File: src/rtl/core/fmfc_pkg.sv
`timescale 1ns / 1ps
`default_nettype none
// ----------------------------------------------------------------------------
// fmfc_pkg
// Types, widths and codes shared by the frame memory fit check core.
// ----------------------------------------------------------------------------
package fmfc_pkg;

	// Pixel layout of one frame row
	localparam int unsigned PITCH_ALIGN     = 256;
	localparam int unsigned BYTES_PER_PIXEL = 4;
	localparam int unsigned MIB_BYTES       = 1048576;

	// Field widths
	localparam int unsigned WIDTH_W    = 16;
	localparam int unsigned HEIGHT_W   = 16;
	localparam int unsigned ALIGN_W    = 31;
	localparam int unsigned OFFSET_W   = 40;
	localparam int unsigned COUNT_W    = 8;
	localparam int unsigned CAP_W      = 44;
	localparam int unsigned FSIZE_W    = 36;
	localparam int unsigned REQ_W      = 44;
	localparam int unsigned MIB_W      = 25;
	localparam int unsigned CFG_DATA_W = 44;
	localparam int unsigned CFG_IDX_W  = 2;

	// Internal arithmetic widths
	localparam int unsigned PITCH_W   =
		$clog2((2 ** WIDTH_W - 1) * BYTES_PER_PIXEL + PITCH_ALIGN);
	localparam int unsigned ALLOC_W   = FSIZE_W + 1;
	localparam int unsigned START_W   = OFFSET_W + 1;
	localparam int unsigned PROD_W    = ALLOC_W + COUNT_W;
	localparam int unsigned SUM_W     = PROD_W + 1;
	localparam int unsigned MIB_SHIFT = $clog2(MIB_BYTES);
	localparam int unsigned MIB_LOG   = MIB_W - 1;
	localparam int unsigned NEED_W    = SUM_W - MIB_SHIFT;

	localparam bit PITCH_POW2 = ((PITCH_ALIGN & (PITCH_ALIGN - 1)) == 0);

	typedef enum logic [CFG_IDX_W-1:0] {
		CFG_ALIGNMENT = 2'd0,
		CFG_OFFSET    = 2'd1,
		CFG_COUNT     = 2'd2,
		CFG_CAPACITY  = 2'd3
	} cfg_idx_t;

	typedef enum logic [1:0] {
		FIT_OK        = 2'd0,
		FIT_INVALID   = 2'd1,
		FIT_TOO_LARGE = 2'd2
	} fit_status_t;

	typedef struct packed {
		logic [WIDTH_W-1:0]  frame_width;
		logic [HEIGHT_W-1:0] frame_height;
	} req_t;

	typedef struct packed {
		fit_status_t        fit_status;
		logic [FSIZE_W-1:0] frame_size;
		logic [REQ_W-1:0]   required_size;
		logic [MIB_W-1:0]   suggested_mib;
	} rsp_t;

	// Configuration as seen by the pipeline
	typedef struct packed {
		logic [ALIGN_W-1:0]  alignment;
		logic [ALIGN_W-1:0]  align_mask;
		logic [OFFSET_W-1:0] memory_offset;
		logic [COUNT_W-1:0]  buffer_count;
		logic [CAP_W-1:0]    capacity;
		logic                ok;
	} cfg_t;

	// Word passed from the allocation half to the totaling half
	typedef struct packed {
		logic               ok;
		logic [FSIZE_W-1:0] frame_size;
		logic [ALLOC_W-1:0] alloc;
		logic [START_W-1:0] start;
	} alloc_t;

endpackage
`default_nettype wire

File: src/rtl/core/frame_memory_fit_check_core.sv
`timescale 1ns / 1ps
`default_nettype none
// ----------------------------------------------------------------------------
// frame_memory_fit_check_core
// Checks whether a requested frame size fits, with its buffers, in
// transport memory and suggests a power-of-two MiB size when it does not.
// ----------------------------------------------------------------------------
// Takes one request word per clock while the result side is not stalled and
// returns one result word per request, in order, from the output register of
// the five-stage pipeline.
// The five register stages are: frame size multiply, alignment rounding,
// buffer count multiply, required size sum, capacity compare and MiB
// suggestion into the output register. Each stage holds its own valid bit and
// takes a new word whenever it is empty or its successor moves, so a stall on
// the result side backs up stage by stage with nothing lost. Registers are
// written through wr_en/wr_index/wr_data and are meant to change only while
// no request is in flight.
module frame_memory_fit_check_core (
	input  wire logic                             clk,
	input  wire logic                             arst_n,
	input  wire logic                             wr_en,
	input  wire logic [fmfc_pkg::CFG_IDX_W-1:0]   wr_index,
	input  wire logic [fmfc_pkg::CFG_DATA_W-1:0]  wr_data,
	input  wire logic                             req_valid,
	output logic                                  req_ready,
	input  wire fmfc_pkg::req_t                   req,
	output logic                                  rsp_valid,
	input  wire logic                             rsp_ready,
	output fmfc_pkg::rsp_t                        rsp
);

	fmfc_pkg::cfg_t    cfg;
	fmfc_pkg::alloc_t  mid;
	logic              mid_valid;
	logic              mid_ready;

	fmfc_cfg u_cfg (
		.clk      (clk),
		.arst_n   (arst_n),
		.wr_en    (wr_en),
		.wr_index (wr_index),
		.wr_data  (wr_data),
		.cfg      (cfg)
	);

	fmfc_alloc u_alloc (
		.clk       (clk),
		.arst_n    (arst_n),
		.cfg       (cfg),
		.req_valid (req_valid),
		.req_ready (req_ready),
		.req       (req),
		.mid_valid (mid_valid),
		.mid_ready (mid_ready),
		.mid       (mid)
	);

	fmfc_total u_total (
		.clk       (clk),
		.arst_n    (arst_n),
		.cfg       (cfg),
		.mid_valid (mid_valid),
		.mid_ready (mid_ready),
		.mid       (mid),
		.rsp_valid (rsp_valid),
		.rsp_ready (rsp_ready),
		.rsp       (rsp)
	);

endmodule
`default_nettype wire

File: src/rtl/core/fmfc_cfg.sv
`timescale 1ns / 1ps
`default_nettype none
// ----------------------------------------------------------------------------
// fmfc_cfg
// Configuration registers and the request-independent validity check.
// ----------------------------------------------------------------------------
module fmfc_cfg (
	input  wire logic                             clk,
	input  wire logic                             arst_n,
	input  wire logic                             wr_en,
	input  wire logic [fmfc_pkg::CFG_IDX_W-1:0]   wr_index,
	input  wire logic [fmfc_pkg::CFG_DATA_W-1:0]  wr_data,
	output fmfc_pkg::cfg_t                        cfg
);

	logic [fmfc_pkg::ALIGN_W-1:0]  alignment_q;
	logic [fmfc_pkg::OFFSET_W-1:0] offset_q;
	logic [fmfc_pkg::COUNT_W-1:0]  count_q;
	logic [fmfc_pkg::CAP_W-1:0]    capacity_q;
	logic [fmfc_pkg::ALIGN_W-1:0]  align_mask;
	logic                          align_pow2;

	always_ff @(posedge clk or negedge arst_n) begin
		if (!arst_n) begin
			alignment_q <= fmfc_pkg::ALIGN_W'(65536);
			offset_q    <= '0;
			count_q     <= fmfc_pkg::COUNT_W'(2);
			capacity_q  <= '0;
		end else if (wr_en) begin
			unique case (fmfc_pkg::cfg_idx_t'(wr_index))
				fmfc_pkg::CFG_ALIGNMENT: alignment_q <= wr_data[fmfc_pkg::ALIGN_W-1:0];
				fmfc_pkg::CFG_OFFSET:    offset_q    <= wr_data[fmfc_pkg::OFFSET_W-1:0];
				fmfc_pkg::CFG_COUNT:     count_q     <= wr_data[fmfc_pkg::COUNT_W-1:0];
				fmfc_pkg::CFG_CAPACITY:  capacity_q  <= wr_data[fmfc_pkg::CAP_W-1:0];
				default: ;
			endcase
		end
	end

	assign align_mask = alignment_q - fmfc_pkg::ALIGN_W'(1);
	assign align_pow2 = (alignment_q != '0) && ((alignment_q & align_mask) == '0);

	assign cfg.alignment     = alignment_q;
	assign cfg.align_mask    = align_mask;
	assign cfg.memory_offset = offset_q;
	assign cfg.buffer_count  = count_q;
	assign cfg.capacity      = capacity_q;
	assign cfg.ok            = align_pow2 && (offset_q != '0) && (count_q != '0)
		&& fmfc_pkg::PITCH_POW2;

endmodule
`default_nettype wire

File: src/rtl/core/fmfc_alloc.sv
`timescale 1ns / 1ps
`default_nettype none
// ----------------------------------------------------------------------------
// fmfc_alloc
// Stages 1-2: frame size from pitch and height, then aligned buffer
// allocation and aligned start offset.
// ----------------------------------------------------------------------------
module fmfc_alloc (
	input  wire logic           clk,
	input  wire logic           arst_n,
	input  wire fmfc_pkg::cfg_t cfg,
	input  wire logic           req_valid,
	output logic                req_ready,
	input  wire fmfc_pkg::req_t req,
	output logic                mid_valid,
	input  wire logic           mid_ready,
	output fmfc_pkg::alloc_t    mid
);

	localparam logic [fmfc_pkg::PITCH_W-1:0] PITCH_MASK =
		fmfc_pkg::PITCH_W'(fmfc_pkg::PITCH_ALIGN - 1);

	logic                          valid_s1, valid_s2;
	logic                          rdy_s1, rdy_s2;
	logic                          ok_s1;
	logic [fmfc_pkg::FSIZE_W-1:0]  fsize_s1;
	fmfc_pkg::alloc_t              mid_s2;

	logic [fmfc_pkg::PITCH_W-1:0]  row_bytes, pitch;
	logic [fmfc_pkg::FSIZE_W-1:0]  fsize_d;
	logic [fmfc_pkg::ALLOC_W-1:0]  amask_a, alloc_d;
	logic [fmfc_pkg::START_W-1:0]  amask_s, start_d;

	assign rdy_s2    = !valid_s2 || mid_ready;
	assign rdy_s1    = !valid_s1 || rdy_s2;
	assign req_ready = rdy_s1;

	// Row pitch rounded up, then one frame
	assign row_bytes = fmfc_pkg::PITCH_W'(req.frame_width)
		* fmfc_pkg::PITCH_W'(fmfc_pkg::BYTES_PER_PIXEL);
	assign pitch     = (row_bytes + PITCH_MASK) & ~PITCH_MASK;
	assign fsize_d   = fmfc_pkg::FSIZE_W'(pitch) * fmfc_pkg::FSIZE_W'(req.frame_height);

	// Allocation is frame plus alignment, rounded up; start is offset rounded up
	assign amask_a = fmfc_pkg::ALLOC_W'(cfg.align_mask);
	assign alloc_d = (fmfc_pkg::ALLOC_W'(fsize_s1) + fmfc_pkg::ALLOC_W'(cfg.alignment)
		+ amask_a) & ~amask_a;
	assign amask_s = fmfc_pkg::START_W'(cfg.align_mask);
	assign start_d = (fmfc_pkg::START_W'(cfg.memory_offset) + amask_s) & ~amask_s;

	always_ff @(posedge clk or negedge arst_n) begin
		if (!arst_n) begin
			valid_s1 <= 1'b0;
			valid_s2 <= 1'b0;
		end else begin
			if (rdy_s1) valid_s1 <= req_valid;
			if (rdy_s2) valid_s2 <= valid_s1;
		end
	end

	always_ff @(posedge clk) begin
		if (req_valid && rdy_s1) begin
			ok_s1    <= (req.frame_width != '0) && (req.frame_height != '0);
			fsize_s1 <= fsize_d;
		end
		if (valid_s1 && rdy_s2) begin
			mid_s2.ok         <= ok_s1 && cfg.ok;
			mid_s2.frame_size <= fsize_s1;
			mid_s2.alloc      <= alloc_d;
			mid_s2.start      <= start_d;
		end
	end

	assign mid_valid = valid_s2;
	assign mid       = mid_s2;

	a_hold_s2: assert property (@(posedge clk) disable iff (!arst_n)
		valid_s2 && !mid_ready |=> valid_s2 && $stable(mid_s2))
		else $error("stage 2 word dropped or changed under stall");

	a_fill_s1: assert property (@(posedge clk) disable iff (!arst_n)
		req_valid && req_ready |=> valid_s1)
		else $error("accepted word missing from stage 1");

endmodule
`default_nettype wire

File: src/rtl/core/fmfc_total.sv
`timescale 1ns / 1ps
`default_nettype none
// ----------------------------------------------------------------------------
// fmfc_total
// Stages 3-5: buffer product, required size, capacity compare and the
// power-of-two MiB suggestion. Stage 5 is the output register.
// ----------------------------------------------------------------------------
module fmfc_total (
	input  wire logic             clk,
	input  wire logic             arst_n,
	input  wire fmfc_pkg::cfg_t   cfg,
	input  wire logic             mid_valid,
	output logic                  mid_ready,
	input  wire fmfc_pkg::alloc_t mid,
	output logic                  rsp_valid,
	input  wire logic             rsp_ready,
	output fmfc_pkg::rsp_t        rsp
);

	// Or every bit down into all lower positions
	function automatic logic [fmfc_pkg::MIB_LOG-1:0] smear(
		input logic [fmfc_pkg::MIB_LOG-1:0] v
	);
		logic [fmfc_pkg::MIB_LOG-1:0] r;
		r = v;
		for (int k = 1; k < fmfc_pkg::MIB_LOG; k = k * 2) begin
			r = r | (r >> k);
		end
		return r;
	endfunction

	logic                          valid_s3, valid_s4, valid_s5;
	logic                          rdy_s3, rdy_s4, rdy_s5;

	logic                          ok_s3, ok_s4;
	logic [fmfc_pkg::FSIZE_W-1:0]  fsize_s3, fsize_s4;
	logic [fmfc_pkg::START_W-1:0]  start_s3;
	logic [fmfc_pkg::PROD_W-1:0]   prod_s3;
	logic [fmfc_pkg::SUM_W-1:0]    req_s4, reqm1_s4;
	fmfc_pkg::rsp_t                rsp_s5;

	logic [fmfc_pkg::NEED_W-1:0]   need_m1;
	logic                          over_cap;
	logic [fmfc_pkg::MIB_W-1:0]    mib_d;
	logic [fmfc_pkg::REQ_W-1:0]    req_sat;
	fmfc_pkg::rsp_t                rsp_d;

	assign rdy_s5    = !valid_s5 || rsp_ready;
	assign rdy_s4    = !valid_s4 || rdy_s5;
	assign rdy_s3    = !valid_s3 || rdy_s4;
	assign mid_ready = rdy_s3;

	// Stage 5 logic: compare and suggestion from ceil(req / 1 MiB) - 1
	assign over_cap  = req_s4 > fmfc_pkg::SUM_W'(cfg.capacity);
	assign need_m1   = reqm1_s4[fmfc_pkg::SUM_W-1:fmfc_pkg::MIB_SHIFT];
	assign mib_d     = (|need_m1[fmfc_pkg::NEED_W-1:fmfc_pkg::MIB_LOG])
		? (fmfc_pkg::MIB_W'(1) << fmfc_pkg::MIB_LOG)
		: fmfc_pkg::MIB_W'(smear(need_m1[fmfc_pkg::MIB_LOG-1:0])) + fmfc_pkg::MIB_W'(1);
	assign req_sat   = (|req_s4[fmfc_pkg::SUM_W-1:fmfc_pkg::REQ_W])
		? '1 : req_s4[fmfc_pkg::REQ_W-1:0];

	always_comb begin
		rsp_d = '0;
		priority if (!ok_s4) begin
			rsp_d.fit_status = fmfc_pkg::FIT_INVALID;
		end else if (over_cap) begin
			rsp_d.fit_status    = fmfc_pkg::FIT_TOO_LARGE;
			rsp_d.frame_size    = fsize_s4;
			rsp_d.required_size = req_sat;
			rsp_d.suggested_mib = mib_d;
		end else begin
			rsp_d.fit_status    = fmfc_pkg::FIT_OK;
			rsp_d.frame_size    = fsize_s4;
			rsp_d.required_size = req_sat;
		end
	end

	always_ff @(posedge clk or negedge arst_n) begin
		if (!arst_n) begin
			valid_s3 <= 1'b0;
			valid_s4 <= 1'b0;
			valid_s5 <= 1'b0;
		end else begin
			if (rdy_s3) valid_s3 <= mid_valid;
			if (rdy_s4) valid_s4 <= valid_s3;
			if (rdy_s5) valid_s5 <= valid_s4;
		end
	end

	always_ff @(posedge clk) begin
		if (mid_valid && rdy_s3) begin
			ok_s3    <= mid.ok;
			fsize_s3 <= mid.frame_size;
			start_s3 <= mid.start;
			prod_s3  <= fmfc_pkg::PROD_W'(mid.alloc) * fmfc_pkg::PROD_W'(cfg.buffer_count);
		end
		if (valid_s3 && rdy_s4) begin
			ok_s4    <= ok_s3;
			fsize_s4 <= fsize_s3;
			req_s4   <= fmfc_pkg::SUM_W'(start_s3) + fmfc_pkg::SUM_W'(prod_s3);
			reqm1_s4 <= fmfc_pkg::SUM_W'(start_s3) + fmfc_pkg::SUM_W'(prod_s3)
				- fmfc_pkg::SUM_W'(1);
		end
		if (valid_s4 && rdy_s5) begin
			rsp_s5 <= rsp_d;
		end
	end

	assign rsp_valid = valid_s5;
	assign rsp       = rsp_s5;

	a_invalid_zero: assert property (@(posedge clk) disable iff (!arst_n)
		rsp_valid && rsp.fit_status == fmfc_pkg::FIT_INVALID |->
			rsp.frame_size == '0 && rsp.required_size == '0 && rsp.suggested_mib == '0)
		else $error("invalid result carries nonzero fields");

	a_large_pow2: assert property (@(posedge clk) disable iff (!arst_n)
		rsp_valid && rsp.fit_status == fmfc_pkg::FIT_TOO_LARGE |-> $onehot(rsp.suggested_mib))
		else $error("suggestion is not a power of two");

	a_fit_nomib: assert property (@(posedge clk) disable iff (!arst_n)
		rsp_valid && rsp.fit_status == fmfc_pkg::FIT_OK |-> rsp.suggested_mib == '0)
		else $error("suggestion given for a fitting request");

	a_full_stall: assert property (@(posedge clk) disable iff (!arst_n)
		valid_s3 && valid_s4 && valid_s5 && !rsp_ready |-> !mid_ready)
		else $error("word taken into a full stalled pipe");

endmodule
`default_nettype wire
File: config.mk
export PLATFORM = sky130hd
export DESIGN_NAME = frame_memory_fit_check_core
export DESIGN_NICKNAME = d
export VERILOG_FILES = /design/src/rtl/core/fmfc_pkg.sv /design/src/rtl/core/frame_memory_fit_check_core.sv /design/src/rtl/core/fmfc_cfg.sv /design/src/rtl/core/fmfc_alloc.sv /design/src/rtl/core/fmfc_total.sv
export SDC_FILE = /design/constraint.sdc
export NUM_CORES = 2
export LEC_CHECK = 0
export ABC_CLOCK_PERIOD_IN_PS = 8100
export BUFFER_PORTS_ARGS = -buffer_cell sky130_fd_sc_hd__buf_2
export CAP_MARGIN = 20
export CORE_UTILIZATION = 55
export DETAILED_ROUTE_END_ITERATION = 12
export PLACE_DENSITY = 0.8
export SLEW_MARGIN = 20
export SYNTH_ARGS = -nofsm -noshare
export SYNTH_HDL_FRONTEND = slang
export SYNTH_SLANG_ARGS = --single-unit
File: constraint.sdc
create_clock -name clk -period 8.1 [get_ports clk]
set_input_delay 0 -clock clk [delete_from_list [all_inputs] [get_ports clk]]
set_output_delay 0 -clock clk [all_outputs]
set_load 0.02 [all_outputs]
==> impl_metrics.sql <==
INSERT INTO impl_metrics (metric_group, metric, value, unit) VALUES
('global_route', 'global_route_wire_length_before_repair', '159400', 'µm'),
('synthesis', 'synthesis.area', '43820', 'µm²'),
('drt', 'antenna_left', '0', ''),
('synthesis', 'synth-seq-area-share', '37.88', '%'),
('clocking', 'clock_tree.htree_level_count', '2', ''),
('timing', 'number_of_endpoints_with_negative_hold_slack_in_the_final_report', '0', ''),
('status', 'outcome', 'complete, but fails checks', ''),
('setup_path', 'crit_path_max_fanout', '39', ''),
('floorplan', 'initial_utilization', '55.56', '%'),
('timing', 'totalNegativeSetupSlack', '0', 'ps'),
('global_route', 'groute.layer.met3.usage', '4.639', '%'),
('synthesis', 'syn_inst', '4136', ''),
('setup_path', 'criticalPathCategory', 'register to register', ''),
('synthesis', 'async_set_or_reset_register_ratio_after_synthesis', '22.30', '%'),
('cells_and_area', 'layout.core_utilization', '61.35', '%'),
('synthesis', 'synth_area_per_cell', '10.60', 'µm²'),
('timing', 'fmax', '148.2', 'MHz'),
('clocking', 'clk_latency', '630', 'ps'),
('run', 'drv.max_cap_violation_count', '0', ''),
('floorplan', 'row_count', '103', ''),
('timing', 'setup_viol_count_final', '0', ''),
('synthesis', 'synthMostInstantiatedCell', 'sky130_fd_sc_hd__inv_1', ''),
('drt', 'vias_per_cell', '5.611', ''),
('drt', 'dr.pass1.iters', '10', ''),
('floorplan', 'io-pin-count', '192', ''),
('synthesis', 'post_synth_num_cell_types', '87', ''),
('global_route', 'grt_max_degree', '77', ''),
('timing', 'setup_repair_after_global_routing_missed_its_margin', 'no', ''),
('timing', 'timing.final.crit_period', '6748', 'ps'),
('timing', 'relative_slew_margins', '27.82', '%'),
('setup_path', 'end_kind', 'register', ''),
('global_route', 'grt_busiest_layer', 'met2', ''),
('floorplan', 'die_area', '80810', 'µm²'),
('cells_and_area', 'share_of_layout_cells_above_drive_strength_1', '11.22', '%'),
('synthesis', 'dominantRegCellSynth', 'sky130_fd_sc_hd__edfxtp_1', ''),
('global_route', 'groute.usage.overall', '24.55', '%'),
('global_route', 'gr-total-overflow', '0', ''),
('synthesis', 'yosys_warnings', '0', ''),
('clocking', 'tritoncts_clock_tree', 'done', ''),
('synthesis', 'synth.ff_latch_count', '574', ''),
('drt', 'drt_drc_violations_left', '4', ''),
('clocking', 'cts.path.max_buffers', '3', ''),
('global_route', 'antenna_found_initial', '8', ''),
('global_route', 'grtUsageMet2', '43.01', '%'),
('drt', 'routed-via-count', '30527', ''),
('drt', 'avgRoutedWirePerCell', '18.07', 'µm'),
('drt', 'detail_route.wirelength', '98340', 'µm'),
('synthesis', 'ranking_of_synthesized_cells_by_area', 'sky130_fd_sc_hd__edfxtp_1, sky130_fd_sc_hd__fa_1, sky130_fd_sc_hd__ha_1', ''),
('clocking', 'ctsRootBufferMaster', 'sky130_fd_sc_hd__clkbuf_16', ''),
('synthesis', 'yosys-top-cells-count', 'sky130_fd_sc_hd__inv_1, sky130_fd_sc_hd__edfxtp_1, sky130_fd_sc_hd__nand2_1', ''),
('global_route', 'via_count_of_the_first_global_routing_pass', '30845', ''),
('hold_path', 'min-delay-path-class', 'input port to async pin', ''),
('placement', 'place_area', '45800', 'µm²'),
('setup_path', 'start_kind', 'register', ''),
('global_route', 'met1_routing_resource_usage_after_global_routing', '31.18', '%'),
('clocking', 'cts-buffers-inserted', '57', ''),
('synthesis', 'synth_top_area_share', '30.56', '%'),
('clocking', 'postCtsSetupBuffers', '0', ''),
('cells_and_area', 'fin_nets', '5083', ''),
('floorplan', 'core_area', '78870', 'µm²'),
('placement', 'routabilityCongestion', '0.9209', ''),
('floorplan', 'fp.dieW', '284.3', 'µm'),
('placement', 'port-buffer-count', '182', ''),
('floorplan', 'die_height', '284.3', 'µm'),
('timing', 'worst_clock_skew', '27.79', 'ps'),
('timing', 'worst_pin_slew', '1073', 'ps'),
('clocking', 'clk_transition_reported_paths', '60', 'ps'),
('cells_and_area', 'area_growth', '10.41', '%'),
('setup_path', 'required', '8450', 'ps'),
('timing', 'report.final.slew_viol_count', '0', ''),
('synthesis', 'synthDominantAreaCellType', 'sky130_fd_sc_hd__edfxtp_1', ''),
('drt', 'drt_iter0_markers', '1670', ''),
('status', 'failed_checks', 'design-rule violations', ''),
('synthesis', 'synth-edff-count', '446', ''),
('setup_path', 'crit_arrival', '7100', 'ps'),
('cells_and_area', 'post-route-cell-area', '48390', 'µm²'),
('timing', 'fin_crit_sh', '83.31', '%'),
('clocking', 'numClockSinks', '574', ''),
('placement', 'place.detailed.hpwl', '77300', 'µm');
[layout by cell type, fill, tap and decap left out, types with 58 or more instances in the layout]
| cell | synthesis | routed |
|---|---|---|
| sky130_fd_sc_hd__mux2_2 | 123 | 123 |
| sky130_fd_sc_hd__nand2_1 | 383 | 383 |
| sky130_fd_sc_hd__o21ai_0 | 92 | 92 |
| sky130_fd_sc_hd__nor3_1 | 69 | 68 |
| sky130_fd_sc_hd__nor2_1 | 254 | 254 |
| sky130_fd_sc_hd__dfrtp_1 | 126 | 124 |
| sky130_fd_sc_hd__clkbuf_16 | 0 | 58 |
| sky130_fd_sc_hd__and2_1 | 254 | 251 |
| sky130_fd_sc_hd__a21o_1 | 116 | 116 |
| sky130_fd_sc_hd__xor2_1 | 79 | 78 |
| sky130_fd_sc_hd__edfxtp_1 | 446 | 446 |
| sky130_fd_sc_hd__ha_1 | 325 | 325 |
| sky130_fd_sc_hd__fa_1 | 338 | 338 |
| sky130_fd_sc_hd__buf_2 | 1 | 181 |
| sky130_fd_sc_hd__a21oi_1 | 172 | 172 |
| sky130_fd_sc_hd__inv_1 | 500 | 500 |
| sky130_fd_sc_hd__xnor2_1 | 114 | 113 |
[state kept, by name, indices dropped and copies added (netlist names)]
register / cells
u_total.fsize_s4: 27
u_total.fsize_s3: 27
u_total.rsp_valid: 1
u_cfg.capacity_q: 44
u_alloc.valid_s1: 1
u_total.ok_s3: 1
u_cfg.count_q: 8
u_total.valid_s3: 1
u_total.start_s3: 41
u_alloc.mid_valid: 1
u_alloc.ok_s1: 1
u_total.req_s4: 46
u_total.valid_s4: 1
u_total.ok_s4: 1
u_cfg.alignment_q: 31
u_alloc.mid: 106
u_total.prod_s3: 45
u_total.reqm1_s4: 26
u_alloc.fsize_s1: 27
u_total.rsp: 98
u_cfg.offset_q: 40
[per-stage QoR]
step	worst slack, ps	hold WS (ps)	cells
4_1_cts	1258	6.140	5435
5_1_grt	960.1	49.03	5440
6_report	1352	12.42	5441
2_1_floorplan	1664	-295.6	4145
3_5_place_dp	642.8	126.5	5275
3_3_place_gp	896.9	118.1	5275
[worst paths after layout]
path | start | to | slack, ps | depth (start not counted)
max in group asynchronous | arst_n | u_cfg.offset_q[22] | 6760 | 3
min in group clk | req[1] | u_alloc.fsize_s1[9] | 40 | 3
worst max register to register | u_cfg.count_q[2] | u_total.prod_s3[41] | 1350 | 18
worst max-delay path | u_cfg.count_q[2] | u_total.prod_s3[41] | 1350 | 18
worst min-delay path | arst_n | u_alloc.mid_valid | 10 | 2
worst min register to register | u_total.fsize_s3[18] | u_total.fsize_s4[18] | 410 | 0
[layer usage]
metal,part of all wire (%),wire (µm),vias up
met3,6.7,6637,143
met1,42,41080,14963
met2,49,48330,869
li1,-,-,14546
met5,0.036,35,-
met4,2.3,2254,6
[cell type report]
cell class                 instances  area (µm²)
inverter                         501        1881
timing repair buffer             261        1653
sequential                       574       16600
fill                            6325       30490
antenna                            5       12.51
clock inverter                    35       488.0
multi-input combinational       2942       24910
clock buffer                      73        1528
tap                             1050        1314
[critical path: stages, from the launching register on]
cell	delay [ps]
sky130_fd_sc_hd__dfrtp_1	1040
sky130_fd_sc_hd__and2_1	260
sky130_fd_sc_hd__fa_1	460
sky130_fd_sc_hd__fa_1	490
sky130_fd_sc_hd__fa_1	520
sky130_fd_sc_hd__fa_1	490
sky130_fd_sc_hd__ha_1	360
sky130_fd_sc_hd__o21ai_0	180
sky130_fd_sc_hd__nand2b_1	130
sky130_fd_sc_hd__and4_1	220
sky130_fd_sc_hd__o21ai_0	120
sky130_fd_sc_hd__a31oi_1	220
sky130_fd_sc_hd__a311o_1	480
sky130_fd_sc_hd__a41o_1	310
sky130_fd_sc_hd__a41oi_1	380
sky130_fd_sc_hd__o21ai_0	250
sky130_fd_sc_hd__a2bb2oi_1	220
sky130_fd_sc_hd__mux2i_1	200
sky130_fd_sc_hd__o311ai_0	130
[logic make-up after synthesis]
logic type	share of synthesized area (%)
adders and majority gates	24.72
xor gates and xnor gates	3.857
buffers and inverters	5.470
DFF	37.88
muxes	3.320
AOI/OAI and AO/OA	9.071
other	0.008557
and+or+nand+nor	15.68
[repair_timing]
item	4_1_cts	5_1_grt
endpoints found under the hold margin	205	0
hold buffers	52	0
resized for setup	0	0
Power is left out: the tool's default activity adds up to more than one toggle a clock period on the data nets, which glitch-free logic cannot reach.
